--- config.mk ---
export PLATFORM = sky130hd
export DESIGN_NAME = generational_handle_allocator
export DESIGN_NICKNAME = d
export VERILOG_FILES = /design/src/rtl/ghalloc_pkg.sv /design/src/rtl/ghalloc_ram.sv /design/src/rtl/ghalloc_search.sv /design/src/rtl/generational_handle_allocator.sv
export SDC_FILE = /design/constraint.sdc
export NUM_CORES = 2
export LEC_CHECK = 0
export BUFFER_PORTS_ARGS = -buffer_cell sky130_fd_sc_hd__buf_2
export CELL_PAD_IN_SITES_DETAIL_PLACEMENT = 0
export CELL_PAD_IN_SITES_GLOBAL_PLACEMENT = 1
export CORE_MARGIN = 2
export CORE_UTILIZATION = 50
export DETAILED_ROUTE_END_ITERATION = 8
export MAX_ROUTING_LAYER = met4
export PLACE_DENSITY_LB_ADDON = 0.1
export SKIP_CTS_REPAIR_TIMING = 1
export SLEW_MARGIN = 20
export SYNTH_ARGS = -nofsm -noshare
export SYNTH_HDL_FRONTEND = slang
export SYNTH_SLANG_ARGS = --single-unit
--- constraint.sdc ---
create_clock -name clock -period 6.48 [get_ports clock]
set_input_delay 0.648 -clock clock [delete_from_list [all_inputs] [get_ports clock]]
set_output_delay 0.648 -clock clock [all_outputs]
set_load 0.05 [all_outputs]
--- src/rtl/ghalloc_pkg.sv ---
// Shared types and constants of the generational handle allocator.
package ghalloc_pkg;

   localparam int IDX_FIELD_W  = 6;
   localparam int GEN_FIELD_W  = 16;
   localparam int FUNC_FIELD_W = 3;
   localparam int GROUP_W      = 8;

   typedef enum logic [FUNC_FIELD_W-1:0] {
      FN_CREATE = 3'd0,
      FN_UPDATE = 3'd1,
      FN_REMOVE = 3'd2,
      FN_LOOKUP = 3'd3,
      FN_CLEAR  = 3'd4
   } func_type;

   typedef enum logic [2:0] {
      ST_INIT,
      ST_IDLE,
      ST_FIND,
      ST_EXEC,
      ST_CLEAR,
      ST_CLEAR_LAST,
      ST_DONE
   } state_type;

endpackage

--- src/rtl/ghalloc_ram.sv ---
// Generic simple dual-port RAM with one write port and one registered read port.
module ghalloc_ram #(
   parameter int WIDTH = 16,
   parameter int DEPTH = 64
) (
   input  logic                     clock,
   input  logic                     wr_en,
   input  logic [$clog2(DEPTH)-1:0] wr_addr,
   input  logic [WIDTH-1:0]         wr_data,
   input  logic [$clog2(DEPTH)-1:0] rd_addr,
   output logic [WIDTH-1:0]         rd_data
);

   logic [WIDTH-1:0] mem_ff [DEPTH];
   logic [WIDTH-1:0] rd_data_ff;

   always_ff @(posedge clock) begin
      if (wr_en) begin
         mem_ff[wr_addr] <= wr_data;
      end
      rd_data_ff <= mem_ff[rd_addr];
   end

   assign rd_data = rd_data_ff;

endmodule

--- src/rtl/ghalloc_search.sv ---
// Two-level search for the lowest free slot: a registered group pick, then a bit pick.
module ghalloc_search #(
   parameter int SLOT_COUNT = 64,
   parameter int IDX_W      = 6
) (
   input  logic                  clock,
   input  logic [SLOT_COUNT-1:0] occ,
   output logic [IDX_W-1:0]      slot,
   output logic                  found
);

   localparam int GW8  = ghalloc_pkg::GROUP_W;
   localparam int NGRP = (SLOT_COUNT + GW8 - 1) / GW8;
   localparam int GW   = (NGRP > 1) ? $clog2(NGRP) : 1;
   localparam int PADW = NGRP * GW8;

   logic [PADW-1:0]  taken;
   logic [GW-1:0]    grp_in;
   logic             grp_found_in;
   logic [GW-1:0]    grp_ff;
   logic             grp_found_ff;
   logic [GW8-1:0]   octet;
   logic [2:0]       bit_sel;
   logic [GW+2:0]    slot_wide;

   always_comb begin
      taken = '1;
      taken[SLOT_COUNT-1:0] = occ;
      taken[0] = 1'b1;
   end

   always_comb begin
      grp_in = '0;
      grp_found_in = 1'b0;
      for (int g = NGRP - 1; g >= 0; g--) begin
         if (!(&taken[g*GW8 +: GW8])) begin
            grp_in = GW'(g);
            grp_found_in = 1'b1;
         end
      end
   end

   always_ff @(posedge clock) begin
      grp_ff       <= grp_in;
      grp_found_ff <= grp_found_in;
   end

   always_comb begin
      octet = taken[{grp_ff, 3'b000} +: GW8];
      bit_sel = '0;
      for (int b = GW8 - 1; b >= 0; b--) begin
         if (!octet[b]) begin
            bit_sel = 3'(b);
         end
      end
      slot_wide = {grp_ff, bit_sel};
   end

   assign slot  = IDX_W'(slot_wide);
   assign found = grp_found_ff;

endmodule

--- src/rtl/generational_handle_allocator.sv ---
// Top level of the generational handle allocator: control, occupancy and result path.
//
// Requests arrive on the req_ channel (valid/ready) with an operation code, a handle
// (index and generation) and the field flag; each request gives exactly one beat on
// the rsp_ channel carrying ok, full_res, the created handle and the active count.
// Create, update, remove and lookup pass through the find, exec and done states,
// paced by the generation memory: find picks the slot and issues the read, exec
// takes the registered read and does the write-back, and done loads the response.
// The block takes a new request only after the previous one has left done.
// Clear all sweeps the generation memory one slot a cycle, with reads and
// write-backs overlapped. After reset the block writes generation 1 into every
// slot, one slot a cycle, with req_ready low; the occupancy map and count clear
// at once. A finished response waits in a holding register while the output
// register is still full, and no new request is accepted meanwhile; a stalled
// receiver stops further progress once that holding register is occupied.
module generational_handle_allocator #(
   parameter int SLOT_COUNT = 64,
   parameter int GEN_BITS   = 16
) (
   input  logic        clock,
   input  logic        reset,
   input  logic        req_valid,
   output logic        req_ready,
   input  logic [2:0]  req_func,
   input  logic [5:0]  req_handle_index,
   input  logic [15:0] req_handle_generation,
   input  logic        req_field_ok,
   output logic        rsp_valid,
   input  logic        rsp_ready,
   output logic        rsp_ok,
   output logic        rsp_full_res,
   output logic [5:0]  rsp_out_index,
   output logic [15:0] rsp_out_generation,
   output logic [5:0]  rsp_active_count
);

   localparam int IW   = ghalloc_pkg::IDX_FIELD_W;
   localparam int GFW  = ghalloc_pkg::GEN_FIELD_W;
   localparam int IDX_W = $clog2(SLOT_COUNT);
   localparam int CW   = (IDX_W > IW) ? IDX_W : IW;
   localparam int GX   = (GEN_BITS > GFW) ? GEN_BITS : GFW;
   localparam logic [IDX_W-1:0] LAST_SLOT = IDX_W'(SLOT_COUNT - 1);
   localparam logic [CW:0]      SLOT_LIMIT = (CW + 1)'(SLOT_COUNT);

   function automatic logic [GEN_BITS-1:0] gen_next(input logic [GEN_BITS-1:0] g);
      logic [GEN_BITS-1:0] n;
      n = g + 1'b1;
      if (n == '0) begin
         n = GEN_BITS'(1);
      end
      return n;
   endfunction

   ghalloc_pkg::state_type state_ff, state_in;

   logic [IDX_W-1:0]      sweep_ff, sweep_in;
   logic [SLOT_COUNT-1:0] occ_ff, occ_in;
   logic [IDX_W-1:0]      count_ff, count_in;
   logic                  clr_pend_ff, clr_pend_in;
   logic [IDX_W-1:0]      clr_addr_ff, clr_addr_in;

   logic [2:0]            func_ff;
   logic [IW-1:0]         idx_ff;
   logic [GFW-1:0]        hgen_ff;
   logic                  fok_ff;
   logic [IDX_W-1:0]      slot_ff;
   logic                  found_ff;

   logic                  res_ok_ff, res_ok_in;
   logic                  res_full_ff, res_full_in;
   logic [IW-1:0]         res_idx_ff, res_idx_in;
   logic [GFW-1:0]        res_gen_ff, res_gen_in;
   logic [IW-1:0]         res_cnt_ff, res_cnt_in;
   logic                  res_load;

   logic                  rsp_valid_ff, rsp_valid_in;
   logic                  rsp_ok_ff;
   logic                  rsp_full_ff;
   logic [IW-1:0]         rsp_idx_ff;
   logic [GFW-1:0]        rsp_gen_ff;
   logic [IW-1:0]         rsp_cnt_ff;

   logic                  req_accept;
   logic                  out_free;
   logic                  out_load;

   logic                  ram_we;
   logic [IDX_W-1:0]      ram_waddr;
   logic [GEN_BITS-1:0]   ram_wdata;
   logic [IDX_W-1:0]      ram_raddr;
   logic [GEN_BITS-1:0]   ram_rdata;

   logic [IDX_W-1:0]      free_slot;
   logic                  free_found;

   logic [CW-1:0]         idx_ext;
   logic [IDX_W-1:0]      idx_sel;
   logic                  in_range;
   logic                  handle_ok;

   ghalloc_ram #(
      .WIDTH (GEN_BITS),
      .DEPTH (SLOT_COUNT)
   ) u_gen_ram (
      .clock   (clock),
      .wr_en   (ram_we),
      .wr_addr (ram_waddr),
      .wr_data (ram_wdata),
      .rd_addr (ram_raddr),
      .rd_data (ram_rdata)
   );

   ghalloc_search #(
      .SLOT_COUNT (SLOT_COUNT),
      .IDX_W      (IDX_W)
   ) u_search (
      .clock (clock),
      .occ   (occ_ff),
      .slot  (free_slot),
      .found (free_found)
   );

   assign req_accept = req_valid && req_ready;
   assign out_free   = !rsp_valid_ff || rsp_ready;
   assign out_load   = (state_ff == ghalloc_pkg::ST_DONE) && out_free;

   assign idx_ext  = CW'(idx_ff);
   assign idx_sel  = idx_ext[IDX_W-1:0];
   assign in_range = (idx_ff != '0) && ({1'b0, idx_ext} < SLOT_LIMIT);
   assign handle_ok = in_range && occ_ff[idx_sel] && (GX'(ram_rdata) == GX'(hgen_ff));

   always_comb begin
      state_in = state_ff;
      unique case (state_ff)
         ghalloc_pkg::ST_INIT: begin
            if (sweep_ff == LAST_SLOT) begin
               state_in = ghalloc_pkg::ST_IDLE;
            end
         end
         ghalloc_pkg::ST_IDLE: begin
            if (req_valid) begin
               if (req_func == ghalloc_pkg::FN_CLEAR) begin
                  state_in = ghalloc_pkg::ST_CLEAR;
               end else begin
                  state_in = ghalloc_pkg::ST_FIND;
               end
            end
         end
         ghalloc_pkg::ST_FIND:       state_in = ghalloc_pkg::ST_EXEC;
         ghalloc_pkg::ST_EXEC:       state_in = ghalloc_pkg::ST_DONE;
         ghalloc_pkg::ST_CLEAR: begin
            if (sweep_ff == LAST_SLOT) begin
               state_in = ghalloc_pkg::ST_CLEAR_LAST;
            end
         end
         ghalloc_pkg::ST_CLEAR_LAST: state_in = ghalloc_pkg::ST_DONE;
         ghalloc_pkg::ST_DONE: begin
            if (out_free) begin
               state_in = ghalloc_pkg::ST_IDLE;
            end
         end
         default:                    state_in = ghalloc_pkg::ST_INIT;
      endcase
   end

   always_comb begin
      req_ready   = 1'b0;
      ram_raddr   = idx_sel;
      clr_pend_in = 1'b0;
      clr_addr_in = sweep_ff;
      sweep_in    = sweep_ff;
      res_load    = 1'b0;
      unique case (state_ff)
         ghalloc_pkg::ST_INIT: begin
            sweep_in = sweep_ff + 1'b1;
         end
         ghalloc_pkg::ST_IDLE: begin
            req_ready = 1'b1;
            sweep_in  = IDX_W'(1);
         end
         ghalloc_pkg::ST_FIND: begin
            if (func_ff == ghalloc_pkg::FN_CREATE) begin
               ram_raddr = free_slot;
            end
         end
         ghalloc_pkg::ST_EXEC: begin
            res_load = 1'b1;
         end
         ghalloc_pkg::ST_CLEAR: begin
            ram_raddr   = sweep_ff;
            clr_pend_in = occ_ff[sweep_ff];
            sweep_in    = sweep_ff + 1'b1;
         end
         ghalloc_pkg::ST_CLEAR_LAST: begin
            res_load = 1'b1;
         end
         ghalloc_pkg::ST_DONE: begin
         end
         default: begin
         end
      endcase
   end

   always_comb begin
      ram_we    = 1'b0;
      ram_waddr = idx_sel;
      ram_wdata = gen_next(ram_rdata);
      if (state_ff == ghalloc_pkg::ST_INIT) begin
         ram_we    = 1'b1;
         ram_waddr = sweep_ff;
         ram_wdata = GEN_BITS'(1);
      end else if (clr_pend_ff) begin
         ram_we    = 1'b1;
         ram_waddr = clr_addr_ff;
      end else if (state_ff == ghalloc_pkg::ST_EXEC && func_ff == ghalloc_pkg::FN_REMOVE &&
                   handle_ok) begin
         ram_we = 1'b1;
      end
   end

   always_comb begin
      occ_in      = occ_ff;
      count_in    = count_ff;
      res_ok_in   = 1'b0;
      res_full_in = 1'b0;
      res_idx_in  = '0;
      res_gen_in  = '0;
      if (state_ff == ghalloc_pkg::ST_EXEC) begin
         unique case (func_ff)
            ghalloc_pkg::FN_CREATE: begin
               if (fok_ff) begin
                  if (found_ff) begin
                     occ_in[slot_ff] = 1'b1;
                     count_in   = count_ff + 1'b1;
                     res_ok_in  = 1'b1;
                     res_idx_in = IW'(slot_ff);
                     res_gen_in = GFW'(ram_rdata);
                  end else begin
                     res_full_in = 1'b1;
                  end
               end
            end
            ghalloc_pkg::FN_UPDATE: res_ok_in = handle_ok && fok_ff;
            ghalloc_pkg::FN_REMOVE: begin
               if (handle_ok) begin
                  occ_in[idx_sel] = 1'b0;
                  count_in  = count_ff - 1'b1;
                  res_ok_in = 1'b1;
               end
            end
            ghalloc_pkg::FN_LOOKUP: res_ok_in = handle_ok;
            default: begin
            end
         endcase
      end else if (state_ff == ghalloc_pkg::ST_CLEAR_LAST) begin
         occ_in    = '0;
         count_in  = '0;
         res_ok_in = 1'b1;
      end
      res_cnt_in = IW'(count_in);
   end

   always_comb begin
      rsp_valid_in = rsp_valid_ff;
      if (out_load) begin
         rsp_valid_in = 1'b1;
      end else if (rsp_ready) begin
         rsp_valid_in = 1'b0;
      end
   end

   always_ff @(posedge clock) begin
      if (reset) begin
         state_ff     <= ghalloc_pkg::ST_INIT;
         sweep_ff     <= '0;
         occ_ff       <= '0;
         count_ff     <= '0;
         clr_pend_ff  <= 1'b0;
         rsp_valid_ff <= 1'b0;
      end else begin
         state_ff     <= state_in;
         sweep_ff     <= sweep_in;
         occ_ff       <= occ_in;
         count_ff     <= count_in;
         clr_pend_ff  <= clr_pend_in;
         rsp_valid_ff <= rsp_valid_in;
      end
   end

   always_ff @(posedge clock) begin
      clr_addr_ff <= clr_addr_in;
      if (req_accept) begin
         func_ff <= req_func;
         idx_ff  <= req_handle_index;
         hgen_ff <= req_handle_generation;
         fok_ff  <= req_field_ok;
      end
      if (state_ff == ghalloc_pkg::ST_FIND) begin
         slot_ff  <= free_slot;
         found_ff <= free_found;
      end
      if (res_load) begin
         res_ok_ff   <= res_ok_in;
         res_full_ff <= res_full_in;
         res_idx_ff  <= res_idx_in;
         res_gen_ff  <= res_gen_in;
         res_cnt_ff  <= res_cnt_in;
      end
      if (out_load) begin
         rsp_ok_ff   <= res_ok_ff;
         rsp_full_ff <= res_full_ff;
         rsp_idx_ff  <= res_idx_ff;
         rsp_gen_ff  <= res_gen_ff;
         rsp_cnt_ff  <= res_cnt_ff;
      end
   end

   assign rsp_valid          = rsp_valid_ff;
   assign rsp_ok             = rsp_ok_ff;
   assign rsp_full_res       = rsp_full_ff;
   assign rsp_out_index      = rsp_idx_ff;
   assign rsp_out_generation = rsp_gen_ff;
   assign rsp_active_count   = rsp_cnt_ff;

   a_count_matches_map: assert property (@(posedge clock) disable iff (reset)
      $countones(occ_ff) == int'(count_ff))
      else $error("active count disagrees with the occupancy map");

   a_slot_zero_reserved: assert property (@(posedge clock) disable iff (reset)
      !occ_ff[0])
      else $error("reserved slot zero became occupied");

   a_failed_rsp_no_handle: assert property (@(posedge clock) disable iff (reset)
      (rsp_valid && !rsp_ok) |-> (rsp_out_index == '0 && rsp_out_generation == '0))
      else $error("failed response carries a handle");

   a_clear_write_in_sweep: assert property (@(posedge clock) disable iff (reset)
      clr_pend_ff |-> $past(state_ff == ghalloc_pkg::ST_CLEAR))
      else $error("clear write-back outside the clear sweep");

endmodule

==> impl_metrics.toml <==
[sta]
setup_tns_ns = 0
max-slew-margin-rel_pct = 22.5
finalCritPeriodShare_pct = 82.5
period_minus_slack_ns = 5.35
worst_pin_slew_ns = 1.16
finalSetupViolCount = 0
fmax_mhz = 187
rsz0062_at_grt = "false"
layout_setup_ws_ns = 1.13
hold_violations = 0
holdWs_ns = 0.0826
skew_ns = 0.0248
drv_slew = 0

[cts]
cts_buffers = 131
cts_max_path_buffers = 3
insertion_delay_ns = 0.74
cts_sinks = 1224
cts_htree_levels = 4
cts_tree = "done"
clkTransAtPathRegs_ns = 0.06
root_buffer = "clkbuf_16"

[global_route]
overflow = 0
grt_start_max_net_pins = 121
grt.total_usage_pct = 30.6
antenna_found_initial = 2
grt_pass1_wl_mm = 226
grt_pass1_vias = 32600

[floorplan]
die-height_microns = 324
die_area_sq_um = 105000
row_count = 117
io_pins = 62
core-area_sq_um = 102000
die_w_microns = 324
start_util_pct = 50.4

[layout]
syn2layout_area_growth_pct = 12.7
multi_input_area_sq_um = 14700
drive_gt1_share_pct = 12.9
fin_util_pct = 56.8
layout_common_cells = "1117 x edfxtp_1, 585 x nand2_1, 281 x nand3_1"
final_cell_area_sq_um = 57800
ff_latch_area_sq_um = 35700
n_fill_cell = 8150
final_cells = 5378
layout.nets = 3939
layout_commonest_cell = "edfxtp_1"

[outcome]
status = "complete, no violations"

[power]
peakVddDrop_uv = 253
leakage_nw = 19.2
power_mw = 15.9
power_density_nw_per_um2 = 275

[detailed_routing]
drt-initial-drc-count = 4757
first_pass_iters = 5
via_count = 34500
ant_nets = 0
wl_per_cell_microns = 29.1
drt-vias-per-instance = 6.42
remaining_drc_errors = 0
routed_wl_mm = 157

[worst_setup_path]
cp.arrival_ns = 6.01
path_max_fanout = 120
end_kind = "register"
critPathRequiredTime_ns = 7.15
cp_cell_sequence = "buf_4 -> mux4_2 -> mux2i_1 -> o2bb2ai_1 -> a211o_1 -> nand2_4 -> buf_12 -> mux2i_1 -> a211oi_1 -> a31oi_1 -> a31oi_1 -> a32o_1"
crit_family = "compound AO/OA/AOI/OAI gates"
slowest_stage = "a31oi_1"
critPathKind = "reg -> reg"
slowest_delay_ns = 0.71
crit_buf_inv = 2
crit_path_start_kind = "register"

[place]
routabilityCongestion = 0.945
dp_hpwl_mm = 98.3
portBuffers = 61
placed_area_sq_um = 53600
dp_slack_ns = 1.21
dp.cells = 5137

[logic_synthesis]
syn_nets = 3869
syn_inst = 3835
synth-seq-cells = 1224
syn_area_sq_um = 51300
synthArstFlopShare_pct = 0
syn_area_per_cell_sq_um = 13.4
ys_types = 84
ys_seq_area_share_pct = 69.6
synth_enable_flop_cells = 1117
ys_warn_count = 0
ys.flop_type = "edfxtp_1"

[job]
cap_viol_max_count = 0

[hold_path]
hold_path_class = "in -> reg"
## worst paths after layout
| kind | start | endpoint | slack [ns] | cells past startpoint |
|---|---|---|---|---|
| max | u_search.grp_ff[0]$_SDFF_PN0_ | u_gen_ram.rd_data[3]$_DFF_P_ | 1.13 | 12 |
| min | req_handle_generation[6] | hgen_ff[6]$_DFFE_PP_ | 0.08 | 1 |
| max reg2reg | u_search.grp_ff[0]$_SDFF_PN0_ | u_gen_ram.rd_data[3]$_DFF_P_ | 1.13 | 12 |
| min reg2reg | u_search.found$_SDFF_PN1_ | found_ff$_DFFE_PP_ | 0.40 | 0 |
## flip-flops by register name (all words and copies together) (netlist names), 16 cells and up
name,count
u_gen_ram.mem_ff,1024
occ_ff,64
rsp_out_generation,16
u_gen_ram.rd_data,16
hgen_ff,16
res_gen_ff,16
## per-layer routing
metal  part of all wire (%)  track usage [%]  up-vias
li1                       -                -    15000
met1                     43             43.4    17500
met2                     45             45.7     1788
met3                    9.1             4.98      260
met4                    3.0             9.47        0
met5                      0                -        -
## synthesized netlist by cell type (all sizes together) (5+ instances only)
library cell / count / area [sq um]
edfxtp: 1117 / 33500
nand2: 588 / 2210
nand3: 282 / 1420
o21ai: 207 / 1040
clkbuf: 169 / 634
nor2: 152 / 581
a21oi: 138 / 691
mux2i: 134 / 1340
dfxtp: 107 / 2140
buf: 102 / 527
a221oi: 95 / 832
a211oi: 72 / 546
a31oi: 72 / 465
and3: 58 / 363
a22o: 57 / 499
mux4: 52 / 1170
nand4: 52 / 332
a32oi: 44 / 385
and2: 34 / 213
o22ai: 34 / 213
nor2b: 24 / 150
nor3: 19 / 95.1
xnor2: 19 / 166
a21boi: 16 / 120
a32o: 16 / 160
o22a: 15 / 131
mux2: 13 / 146
xor2: 13 / 114
inv: 12 / 45.0
or2: 12 / 75.1
nor4: 9 / 62.6
o21a: 9 / 67.6
or3: 9 / 56.3
a221o: 8 / 80.1
a22oi: 7 / 52.6
nand2b: 6 / 37.5
nor3b: 6 / 50.1
nand4b: 5 / 43.8
o221ai: 5 / 43.8
## layout make-up
class | count | share of cell area (%)
antenna | 3 | 0.0130
inverter | 12 | 0.0780
multi-input combinational | 2328 | 25.4
clock inverter | 57 | 0.912
timing repair buffer | 208 | 2.71
sequential | 1224 | 61.8
tap | 1368 | 2.96
clock buffer | 178 | 6.20
## power by group
part	total (mW)	switching, mW	leakage [nW]	internal, mW
registers	8.56	0.0188	10.9	8.54
logic	0.135	0.0918	6.30	0.0429
clock network	7.18	3.02	2.00	4.16
total	15.9	3.13	19.2	12.7
## cell families after synthesis
logic type      share of synthesized area (%)
compound gates                           11.0
flops                                    69.6
xor+xnor                                0.547
mux                                      5.18
fa+ha+maj                              0.0976
buf+inv                                  2.35
simple gates                             11.3
Note: power is estimated with default switching activity, not from simulation.
